[config.mk]
export PLATFORM = sky130hd
export DESIGN_NAME = square_matrix_arith_unit_flat
export DESIGN_NICKNAME = d
export VERILOG_FILES = /design/src/design/samu_pkg.sv /design/src/design/samu_ifs.sv /design/src/design/samu_ram.sv /design/src/design/samu_ctrl.sv /design/src/design/samu_dp.sv /design/src/design/square_matrix_arith_unit.sv /design/src/flat_wrapper.sv
export SDC_FILE = /design/constraint.sdc
export NUM_CORES = 2
export LEC_CHECK = 0
export BUFFER_PORTS_ARGS = -buffer_cell sky130_fd_sc_hd__buf_2
export CORE_MARGIN = 4
export CORE_UTILIZATION = 55
export CTS_CLUSTER_SIZE = 8
export DETAILED_ROUTE_END_ITERATION = 12
export PLACE_DENSITY = 0.74
export SETUP_SLACK_MARGIN = 0.2
export SYNTH_ARGS = -nofsm -noshare
export SYNTH_HDL_FRONTEND = slang
export SYNTH_SLANG_ARGS = --single-unit
[constraint.sdc]
create_clock -name clk -period 6.15 [get_ports clk]
set_input_delay 1.23 -clock clk [delete_from_list [all_inputs] [get_ports clk]]
set_output_delay 1.23 -clock clk [all_outputs]
set_load 0.005 [all_outputs]
[src/design/samu_pkg.sv]
`timescale 1ns / 1ps
// shared types and constants of the square matrix arithmetic unit
package samu_pkg;

    localparam int VAL_W  = 16;
    localparam int PROD_W = 32;
    localparam int RES_W  = 36;
    localparam int OP_W   = 2;

    typedef enum logic [OP_W-1:0] {
        OP_ADD    = 2'd0,
        OP_SUB_AB = 2'd1,
        OP_SUB_BA = 2'd2,
        OP_MUL    = 2'd3
    } op_t;

    typedef enum logic [1:0] {
        ST_LOAD,
        ST_ISSUE,
        ST_DRAIN
    } state_t;

    // one read issue from the controller into the datapath
    typedef struct packed {
        logic rd_en;
        logic first;
        logic last;
        logic final_elem;
        op_t  op;
    } cmd_t;

    typedef struct packed {
        logic out_free;
        logic res_done;
    } status_t;

endpackage

[src/design/samu_ifs.sv]
`timescale 1ns / 1ps
// valid/ready channel interfaces for operand beats and result beats
interface samu_load_if;
    logic                               valid;
    logic                               ready;
    logic signed [samu_pkg::VAL_W-1:0]  a_value;
    logic signed [samu_pkg::VAL_W-1:0]  b_value;

    modport source (output valid, output a_value, output b_value, input ready);
    modport sink   (input valid, input a_value, input b_value, output ready);
endinterface

interface samu_result_if;
    logic                               valid;
    logic                               ready;
    logic signed [samu_pkg::RES_W-1:0]  result_value;
    logic                               is_last;

    modport source (output valid, output result_value, output is_last, input ready);
    modport sink   (input valid, input result_value, input is_last, output ready);
endinterface

[src/design/samu_ram.sv]
`timescale 1ns / 1ps
// generic single-write single-read ram with registered read data
module samu_ram #(
    parameter int WIDTH = 16,
    parameter int DEPTH = 16
) (
    input  logic                     clk,
    input  logic                     we,
    input  logic [$clog2(DEPTH)-1:0] waddr,
    input  logic [WIDTH-1:0]         wdata,
    input  logic                     re,
    input  logic [$clog2(DEPTH)-1:0] raddr,
    output logic [WIDTH-1:0]         rdata
);

    logic [WIDTH-1:0] mem_reg [DEPTH];
    logic [WIDTH-1:0] rdata_reg;

    always_ff @(posedge clk)
    begin
        if (we)
        begin
            mem_reg[waddr] <= wdata;
        end
        if (re)
        begin
            rdata_reg <= mem_reg[raddr];
        end
    end

    assign rdata = rdata_reg;

endmodule

[src/design/samu_ctrl.sv]
`timescale 1ns / 1ps
// controller: load sequencing, element and k loop counters, read issue
module samu_ctrl #(
    parameter int DIM = 4
) (
    input  logic                                clk,
    input  logic                                rst_n,
    input  logic                                load_valid,
    output logic                                load_ready,
    input  logic                                cfg_write,
    input  logic [samu_pkg::OP_W-1:0]           cfg_data,
    input  samu_pkg::status_t                   status,
    output samu_pkg::cmd_t                      cmd,
    output logic                                wr_en,
    output logic [$clog2(DIM*DIM)-1:0]          wr_addr,
    output logic [$clog2(DIM*DIM)-1:0]          rd_addr_a,
    output logic [$clog2(DIM*DIM)-1:0]          rd_addr_b
);

    localparam int ELEMS = DIM * DIM;
    localparam int IDX_W = $clog2(ELEMS);
    localparam int K_W   = $clog2(DIM);

    samu_pkg::state_t state_reg, state_next;
    samu_pkg::op_t    op_reg;

    logic [IDX_W-1:0] load_cnt_reg, load_cnt_next;
    logic [IDX_W-1:0] row_base_reg, row_base_next;
    logic [IDX_W-1:0] k_base_reg, k_base_next;
    logic [K_W-1:0]   col_reg, col_next;
    logic [K_W-1:0]   k_reg, k_next;

    logic load_done;
    logic is_mul;
    logic elem_last_k;
    logic elem_final;

    assign load_done   = load_valid && (load_cnt_reg == IDX_W'(ELEMS - 1));
    assign is_mul      = (op_reg == samu_pkg::OP_MUL);
    assign elem_last_k = !is_mul || (k_reg == K_W'(DIM - 1));
    assign elem_final  = (row_base_reg == IDX_W'(ELEMS - DIM)) && (col_reg == K_W'(DIM - 1));

    always_ff @(posedge clk or negedge rst_n)
    begin
        if (!rst_n)
        begin
            state_reg    <= samu_pkg::ST_LOAD;
            op_reg       <= samu_pkg::OP_ADD;
            load_cnt_reg <= '0;
            row_base_reg <= '0;
            k_base_reg   <= '0;
            col_reg      <= '0;
            k_reg        <= '0;
        end
        else
        begin
            state_reg    <= state_next;
            load_cnt_reg <= load_cnt_next;
            row_base_reg <= row_base_next;
            k_base_reg   <= k_base_next;
            col_reg      <= col_next;
            k_reg        <= k_next;
            if (cfg_write)
            begin
                op_reg <= samu_pkg::op_t'(cfg_data);
            end
        end
    end

    // next state
    always_comb
    begin
        state_next = state_reg;
        case (state_reg)
            samu_pkg::ST_LOAD:
            begin
                if (load_done)
                begin
                    state_next = samu_pkg::ST_ISSUE;
                end
            end
            samu_pkg::ST_ISSUE:
            begin
                if (status.out_free && elem_last_k)
                begin
                    state_next = samu_pkg::ST_DRAIN;
                end
            end
            samu_pkg::ST_DRAIN:
            begin
                if (status.res_done)
                begin
                    state_next = elem_final ? samu_pkg::ST_LOAD : samu_pkg::ST_ISSUE;
                end
            end
            default:
            begin
                state_next = samu_pkg::ST_LOAD;
            end
        endcase
    end

    // outputs
    always_comb
    begin
        load_ready     = 1'b0;
        wr_en          = 1'b0;
        cmd.rd_en      = 1'b0;
        cmd.first      = (k_reg == '0);
        cmd.last       = elem_last_k;
        cmd.final_elem = elem_final;
        cmd.op         = op_reg;
        case (state_reg)
            samu_pkg::ST_LOAD:
            begin
                load_ready = 1'b1;
                wr_en      = load_valid;
            end
            samu_pkg::ST_ISSUE:
            begin
                cmd.rd_en = status.out_free;
            end
            samu_pkg::ST_DRAIN:
            begin
                cmd.rd_en = 1'b0;
            end
            default:
            begin
                cmd.rd_en = 1'b0;
            end
        endcase
    end

    assign wr_addr   = load_cnt_reg;
    // product walks a row of A and a column of B; elementwise ops read the same slot
    assign rd_addr_a = is_mul ? row_base_reg + IDX_W'(k_reg) : row_base_reg + IDX_W'(col_reg);
    assign rd_addr_b = is_mul ? k_base_reg + IDX_W'(col_reg) : row_base_reg + IDX_W'(col_reg);

    // loop counters
    always_comb
    begin
        load_cnt_next = load_cnt_reg;
        row_base_next = row_base_reg;
        k_base_next   = k_base_reg;
        col_next      = col_reg;
        k_next        = k_reg;
        case (state_reg)
            samu_pkg::ST_LOAD:
            begin
                if (load_valid)
                begin
                    load_cnt_next = load_done ? '0 : load_cnt_reg + 1'b1;
                end
                if (load_done)
                begin
                    row_base_next = '0;
                    k_base_next   = '0;
                    col_next      = '0;
                    k_next        = '0;
                end
            end
            samu_pkg::ST_ISSUE:
            begin
                if (status.out_free)
                begin
                    if (elem_last_k)
                    begin
                        k_next      = '0;
                        k_base_next = '0;
                    end
                    else
                    begin
                        k_next      = k_reg + 1'b1;
                        k_base_next = k_base_reg + IDX_W'(DIM);
                    end
                end
            end
            samu_pkg::ST_DRAIN:
            begin
                if (status.res_done)
                begin
                    if (elem_final)
                    begin
                        col_next      = '0;
                        row_base_next = '0;
                    end
                    else if (col_reg == K_W'(DIM - 1))
                    begin
                        col_next      = '0;
                        row_base_next = row_base_reg + IDX_W'(DIM);
                    end
                    else
                    begin
                        col_next = col_reg + 1'b1;
                    end
                end
            end
            default:
            begin
                k_next = '0;
            end
        endcase
    end

endmodule

[src/design/samu_dp.sv]
`timescale 1ns / 1ps
// datapath: operand rams, combine stage, accumulator and output register
module samu_dp #(
    parameter int DIM = 4
) (
    input  logic                               clk,
    input  logic                               rst_n,
    input  logic signed [samu_pkg::VAL_W-1:0]  a_value,
    input  logic signed [samu_pkg::VAL_W-1:0]  b_value,
    input  logic                               wr_en,
    input  logic [$clog2(DIM*DIM)-1:0]         wr_addr,
    input  logic [$clog2(DIM*DIM)-1:0]         rd_addr_a,
    input  logic [$clog2(DIM*DIM)-1:0]         rd_addr_b,
    input  samu_pkg::cmd_t                     cmd,
    output samu_pkg::status_t                  status,
    samu_result_if.source                      result
);

    localparam int ELEMS = DIM * DIM;

    logic signed [samu_pkg::VAL_W-1:0]  a_rd;
    logic signed [samu_pkg::VAL_W-1:0]  b_rd;

    logic                               s1_valid_reg;
    logic                               s1_first_reg;
    logic                               s1_last_reg;
    logic                               s1_final_reg;
    samu_pkg::op_t                      s1_op_reg;

    logic signed [samu_pkg::PROD_W-1:0] prod_next;
    logic signed [samu_pkg::PROD_W-1:0] prod_reg;
    logic                               s2_valid_reg;
    logic                               s2_first_reg;
    logic                               s2_last_reg;
    logic                               s2_final_reg;

    logic signed [samu_pkg::RES_W-1:0]  acc_reg;
    logic signed [samu_pkg::RES_W-1:0]  acc_sum;
    logic                               res_done;

    logic                               out_valid_reg;
    logic signed [samu_pkg::RES_W-1:0]  out_value_reg;
    logic                               out_last_reg;

    samu_ram #(
        .WIDTH (samu_pkg::VAL_W),
        .DEPTH (ELEMS)
    ) u_ram_a (
        .clk   (clk),
        .we    (wr_en),
        .waddr (wr_addr),
        .wdata (a_value),
        .re    (cmd.rd_en),
        .raddr (rd_addr_a),
        .rdata (a_rd)
    );

    samu_ram #(
        .WIDTH (samu_pkg::VAL_W),
        .DEPTH (ELEMS)
    ) u_ram_b (
        .clk   (clk),
        .we    (wr_en),
        .waddr (wr_addr),
        .wdata (b_value),
        .re    (cmd.rd_en),
        .raddr (rd_addr_b),
        .rdata (b_rd)
    );

    // tags travel alongside the ram read
    always_ff @(posedge clk or negedge rst_n)
    begin
        if (!rst_n)
        begin
            s1_valid_reg <= 1'b0;
            s2_valid_reg <= 1'b0;
        end
        else
        begin
            s1_valid_reg <= cmd.rd_en;
            s2_valid_reg <= s1_valid_reg;
        end
    end

    always_ff @(posedge clk)
    begin
        if (cmd.rd_en)
        begin
            s1_first_reg <= cmd.first;
            s1_last_reg  <= cmd.last;
            s1_final_reg <= cmd.final_elem;
            s1_op_reg    <= cmd.op;
        end
        if (s1_valid_reg)
        begin
            prod_reg     <= prod_next;
            s2_first_reg <= s1_first_reg;
            s2_last_reg  <= s1_last_reg;
            s2_final_reg <= s1_final_reg;
        end
        if (s2_valid_reg)
        begin
            acc_reg <= acc_sum;
        end
    end

    always_comb
    begin
        case (s1_op_reg)
            samu_pkg::OP_ADD:
            begin
                prod_next = samu_pkg::PROD_W'(a_rd) + samu_pkg::PROD_W'(b_rd);
            end
            samu_pkg::OP_SUB_AB:
            begin
                prod_next = samu_pkg::PROD_W'(a_rd) - samu_pkg::PROD_W'(b_rd);
            end
            samu_pkg::OP_SUB_BA:
            begin
                prod_next = samu_pkg::PROD_W'(b_rd) - samu_pkg::PROD_W'(a_rd);
            end
            samu_pkg::OP_MUL:
            begin
                prod_next = a_rd * b_rd;
            end
            default:
            begin
                prod_next = '0;
            end
        endcase
    end

    // first term of an element restarts the sum
    assign acc_sum  = (s2_first_reg ? '0 : acc_reg) + samu_pkg::RES_W'(prod_reg);
    assign res_done = s2_valid_reg && s2_last_reg;

    always_ff @(posedge clk or negedge rst_n)
    begin
        if (!rst_n)
        begin
            out_valid_reg <= 1'b0;
        end
        else if (res_done)
        begin
            out_valid_reg <= 1'b1;
        end
        else if (result.ready)
        begin
            out_valid_reg <= 1'b0;
        end
    end

    always_ff @(posedge clk)
    begin
        if (res_done)
        begin
            out_value_reg <= acc_sum;
            out_last_reg  <= s2_final_reg;
        end
    end

    assign result.valid        = out_valid_reg;
    assign result.result_value = out_value_reg;
    assign result.is_last      = out_last_reg;

    assign status.out_free = !out_valid_reg || result.ready;
    assign status.res_done = res_done;

endmodule

[src/design/square_matrix_arith_unit.sv]
`timescale 1ns / 1ps
// top level of the square matrix arithmetic unit
//
//  channel   dir   beat contents              handshake
//  load      in    a_value, b_value           valid / ready
//  result    out   result_value, is_last      valid / ready
//  cfg       in    cfg_data (operation)       cfg_write, no ready
//
// loading takes one beat per cycle for DIM*DIM beats, then the block stops
// taking beats and computes each result element: the product makes one
// operand-ram read per k, set by the single read port of each ram, while add
// and subtract make one read per element.
// a stalled result beat holds the next element's reads; loading of the next
// pair resumes as soon as the final element sits in the output register.
// reset clears the controller, the operation (add) and all valid flags.
module square_matrix_arith_unit #(
    parameter int DIM = 4
) (
    input  logic                          clk,
    input  logic                          rst_n,
    samu_load_if.sink                     load,
    samu_result_if.source                 result,
    input  logic                          cfg_write,
    input  logic [samu_pkg::OP_W-1:0]     cfg_data
);

    localparam int IDX_W = $clog2(DIM * DIM);

    samu_pkg::cmd_t    cmd;
    samu_pkg::status_t status;
    logic              wr_en;
    logic [IDX_W-1:0]  wr_addr;
    logic [IDX_W-1:0]  rd_addr_a;
    logic [IDX_W-1:0]  rd_addr_b;

    samu_ctrl #(
        .DIM (DIM)
    ) u_ctrl (
        .clk        (clk),
        .rst_n      (rst_n),
        .load_valid (load.valid),
        .load_ready (load.ready),
        .cfg_write  (cfg_write),
        .cfg_data   (cfg_data),
        .status     (status),
        .cmd        (cmd),
        .wr_en      (wr_en),
        .wr_addr    (wr_addr),
        .rd_addr_a  (rd_addr_a),
        .rd_addr_b  (rd_addr_b)
    );

    samu_dp #(
        .DIM (DIM)
    ) u_dp (
        .clk       (clk),
        .rst_n     (rst_n),
        .a_value   (load.a_value),
        .b_value   (load.b_value),
        .wr_en     (wr_en),
        .wr_addr   (wr_addr),
        .rd_addr_a (rd_addr_a),
        .rd_addr_b (rd_addr_b),
        .cmd       (cmd),
        .status    (status),
        .result    (result)
    );

endmodule

[src/flat_wrapper.sv]
// flat-port wrapper written by rule: the top's interface ports become plain ports
module square_matrix_arith_unit_flat 
#(
    parameter int DIM = 4
)
  (clk, rst_n, cfg_write, cfg_data, load_valid, load_a_value, load_b_value, load_ready, result_valid, result_result_value, result_is_last, result_ready);
  samu_load_if load_i ();
  samu_result_if result_i ();
  input  logic clk;
  input  logic rst_n;
  input  logic cfg_write;
  input  logic [samu_pkg::OP_W-1:0] cfg_data;
  input wire logic [$bits(load_i.valid)-1:0] load_valid;
  input wire logic [$bits(load_i.a_value)-1:0] load_a_value;
  input wire logic [$bits(load_i.b_value)-1:0] load_b_value;
  output wire logic [$bits(load_i.ready)-1:0] load_ready;
  output wire logic [$bits(result_i.valid)-1:0] result_valid;
  output wire logic [$bits(result_i.result_value)-1:0] result_result_value;
  output wire logic [$bits(result_i.is_last)-1:0] result_is_last;
  input wire logic [$bits(result_i.ready)-1:0] result_ready;
  assign load_i.valid = load_valid;
  assign load_i.a_value = load_a_value;
  assign load_i.b_value = load_b_value;
  assign load_ready = load_i.ready;
  assign result_valid = result_i.valid;
  assign result_result_value = result_i.result_value;
  assign result_is_last = result_i.is_last;
  assign result_i.ready = result_ready;
  square_matrix_arith_unit #(.DIM(DIM)) u_core (.clk(clk), .rst_n(rst_n), .load(load_i), .result(result_i), .cfg_write(cfg_write), .cfg_data(cfg_data));
endmodule
==> summary.txt <==
Critical path
  • Buf/Inv on CP: 6
  • Crit. End Element: flip-flop
  • Crit path max-delay family: adder cells
  • R2r setup slk: -40 ps
  • Setup CP Type: flip-flop to flip-flop
  • R2R cell count: 21
  • Critical path, cell by cell: buf_6 -> buf_4 -> ha_1 -> inv_1 -> fa_1 -> inv_1 -> fa_1 -> fa_1 -> fa_1 -> fa_1 -> inv_1 -> fa_1 -> inv_2 -> ha_4 -> a211oi_4 -> o21ai_1 -> and3_1 -> a311o_1 -> a21oi_2 -> nor4_1 -> or4b_1
  • Critical Path Start: u_core.u_dp.u_ram_b.rdata[11]$_DFFE_PP_
  • Delay of the slowest critical-path stage: 580 ps
  • Worst-path maximum fanout: 4
  • Most used cell, CP: fa_1
  • Crit-path slowest cell: fa_1
  • Setup crit end: u_core.u_dp.prod_reg[30]$_DFFE_PP_
  • RR Startpoint: u_core.u_dp.u_ram_b.rdata[11]$_DFFE_PP_
  • Worst Path Arrival: around 6600 ps
  • RR Endpoint: u_core.u_dp.prod_reg[30]$_DFFE_PP_
  • Worst path depth: 21
  • Startpoint Class: flip-flop
  • Critical Path RT: approximately 6600 ps

Floorplan
  • Die X: roughly 270 um
  • Core Region: approximately 0.069 sq mm
  • Initial core utilization: 0.559
  • Chip height: 273 um
  • Row count: 96
  • Ports: between 70 and 80
  • Die ar.: between 0.07 and 0.08 sq mm

Clock network
  • Clock Tree Buf Depth: 3
  • Clk slew on worst S/H paths: 50 ps
  • CTS tree: done
  • Skew-Pair Late Insertion Delay: about 700 ps
  • Clock root buffer: clkbuf_16
  • CTS Buf Count: 94
  • Clk sinks: 676
  • Cts hold-fix bufs: 0
  • Htree depth: 3

Hold path
  • Worst hold path class: flip-flop to flip-flop
  • Hold_sp: u_core.u_dp.s2_final_reg$_DFFE_PP_

Routing
  • WL final: around 100 mm
  • Wirelength per Cell: approximately 25 um
  • DRC Markers: 0
  • Starting DRT DRC Count: ~2600
  • Via-to-Cell Ratio: 6.04
  • Initial DRT Pass Iterations: 5
  • DR vias: around 24000
  • Final ANT Viol Nets: 0

GRT
  • Overall routing resource usage: 0.274
  • Total congestion overflow: 0
  • Initial antenna violation count: 2
  • Vias in the first global route: 26000
  • Pin count of the biggest net entering global routing: 65
  • First-pass GRT wire length: 155 mm

Cells and area
  • Diode count: 0
  • Post-layout nets: roughly 3600
  • Most frequent cells in the layout: 657 x edfxtp_1, 320 x inv_1, 240 x fa_1
  • P&R area growth vs syn: 16.9%
  • Most common cell after layout, fill and taps aside: edfxtp_1
  • Share of cells above drive strength 1: 0.243

Synthesis
  • Syn nets: roughly 3200
  • Top_reg_cell synth: edfxtp_1
  • Number of flops mapped to enable cells by yosys: roughly 660
  • Synthesis Warnings: 0
  • Post-synthesis sequential area ratio: 0.522
  • Syn avg cell area: approximately 14 sq um
  • Synth cell types: a little under 80
  • Seq cells post-synth: around 680
  • Async set-reset flop share out of synthesis: 0.0281
  • Cells after synthesis: 2768
  • Post-Syn Area: ~0.039 sq mm

STA
  • Fmax: about 160 MHz
  • Fin crit period: slightly above 6000 ps
  • Setup ws final: -38.2 ps
  • Slew Viols, Final: 0
  • Worst-Margin Slew: just under 1000 ps
  • Final Hold Violating Endpoints: 0
  • RSZ-0062 raised after global routing: yes
  • TNS Setup: -38.2 ps
  • Final period utilization: 1.01
  • Max-slew headroom: 0.344
  • Clock skew: 101 ps
  • Final setup fails: 1

Outcome
  • Status: finished with violations
  • Failing checks: negative setup slack

Placed design
  • Placer Congestion: approximately 1
  • Pre-CTS worst setup slack: -206 ps
  • Post-DP HPWL: around 67 mm
  • PortBufs: 77

Run
  • Max cap viols: 0
## layout make-up
class / count / area [sq um]
timing repair buffer: 333 / 2560
sequential: 676 / 20200
fill: 4831 / 23900
clock buffer: 113 / 2420
clock inverter: 8 / 240
inverter: 363 / 1400
multi-input combinational: 1620 / 17200
tap: 931 / 1160
## cell usage after synthesis, drive strengths merged (11+ instances only)
master | instances | share of area
a211oi | 25 | 0.0049
a21o | 37 | 0.0072
a21oi | 75 | 0.0098
a31oi | 27 | 0.0044
and2 | 25 | 0.0040
and3 | 21 | 0.0034
buf | 28 | 0.0036
clkbuf | 81 | 0.0079
clkinv | 11 | 0.0011
dfrtp | 19 | 0.012
edfxtp | 657 | 0.51
fa | 266 | 0.14
ha | 173 | 0.056
inv | 352 | 0.034
mux4 | 145 | 0.084
nand2 | 199 | 0.019
nand2b | 29 | 0.0047
nand3 | 21 | 0.0027
nor2 | 194 | 0.019
nor2b | 48 | 0.0078
nor3 | 16 | 0.0021
o211ai | 13 | 0.0025
o21a | 17 | 0.0033
o21ai | 68 | 0.0090
o22ai | 13 | 0.0021
xnor2 | 57 | 0.013
xor2 | 20 | 0.0045
## worst min path at each step
stage | slack (ps) | cells past startpoint | end
final | 410 | 0 | u_core.u_dp.result.is_last$_DFFE_PP_
after floorplan | 400 | 0 | u_core.u_dp.result.is_last$_DFFE_PP_
after global routing | 430 | 0 | u_core.u_dp.result.is_last$_DFFE_PP_
after CTS | 420 | 0 | u_core.u_dp.result.is_last$_DFFE_PP_
after detailed placement | 410 | 0 | u_core.u_dp.s2_final_reg$_DFFE_PP_
after global placement | 400 | 0 | u_core.u_dp.s2_final_reg$_DFFE_PP_
## cell families (layout without fill, tap and decap cells)
kind of cell / after synthesis / after routing / share of synthesized area
DFF: 676 / 676 / 0.522
and+or+nand+nor: 588 / 588 / 0.0697
buffers and inverters: 472 / 817 / 0.0467
adders and majority gates: 439 / 439 / 0.194
AOI/OAI and AO/OA: 359 / 359 / 0.0625
muxes: 157 / 157 / 0.0877
xor gates and xnor gates: 77 / 77 / 0.0174
## worst register-to-register path, cell delays in order, from the launching register on
cell	delay, ps
edfxtp_1	470
buf_6	140
buf_4	90
ha_1	160
inv_1	70
fa_1	490
inv_1	60
fa_1	580
fa_1	440
fa_1	440
fa_1	530
inv_1	50
fa_1	490
inv_2	40
ha_4	230
a211oi_4	240
o21ai_1	100
and3_1	170
a311o_1	320
a21oi_2	200
nor4_1	70
or4b_1	540
## layer usage
layer / global-route usage / wire length [um] / vias up
li1: - / - / 10500
met1: 0.364 / 39000 / 12500
met2: 0.462 / 50300 / 1255
met3: 0.0474 / 7900 / 252
met4: 0.0961 / 3710 / 2
met5: 0 / 19 / -
## metrics by stage
step / std cells / hold slack, ps / utilization / cell area (sq um)
finish: 4044 / 415 / 0.654 / 45200
global placement: 3872 / 402 / 0.602 / 41600
CTS: 4019 / 416 / 0.648 / 44800
detailed placement: 3872 / 405 / 0.602 / 41600
global route: 4044 / 425 / 0.654 / 45200
floorplan: 2768 / 400 / - / 38800
## what timing repair did
item                       in CTS  in global routing
setup endpoints to repair      12                 14
pin swaps                      37                 43
buffers inserted               25                 24
resized for setup              78                 72
hold endpoints to repair        0                  0
cloned                          1                  1
Power is left out: the tool's default activity adds up to more than one toggle a clock period on the data nets, which glitch-free logic cannot reach.
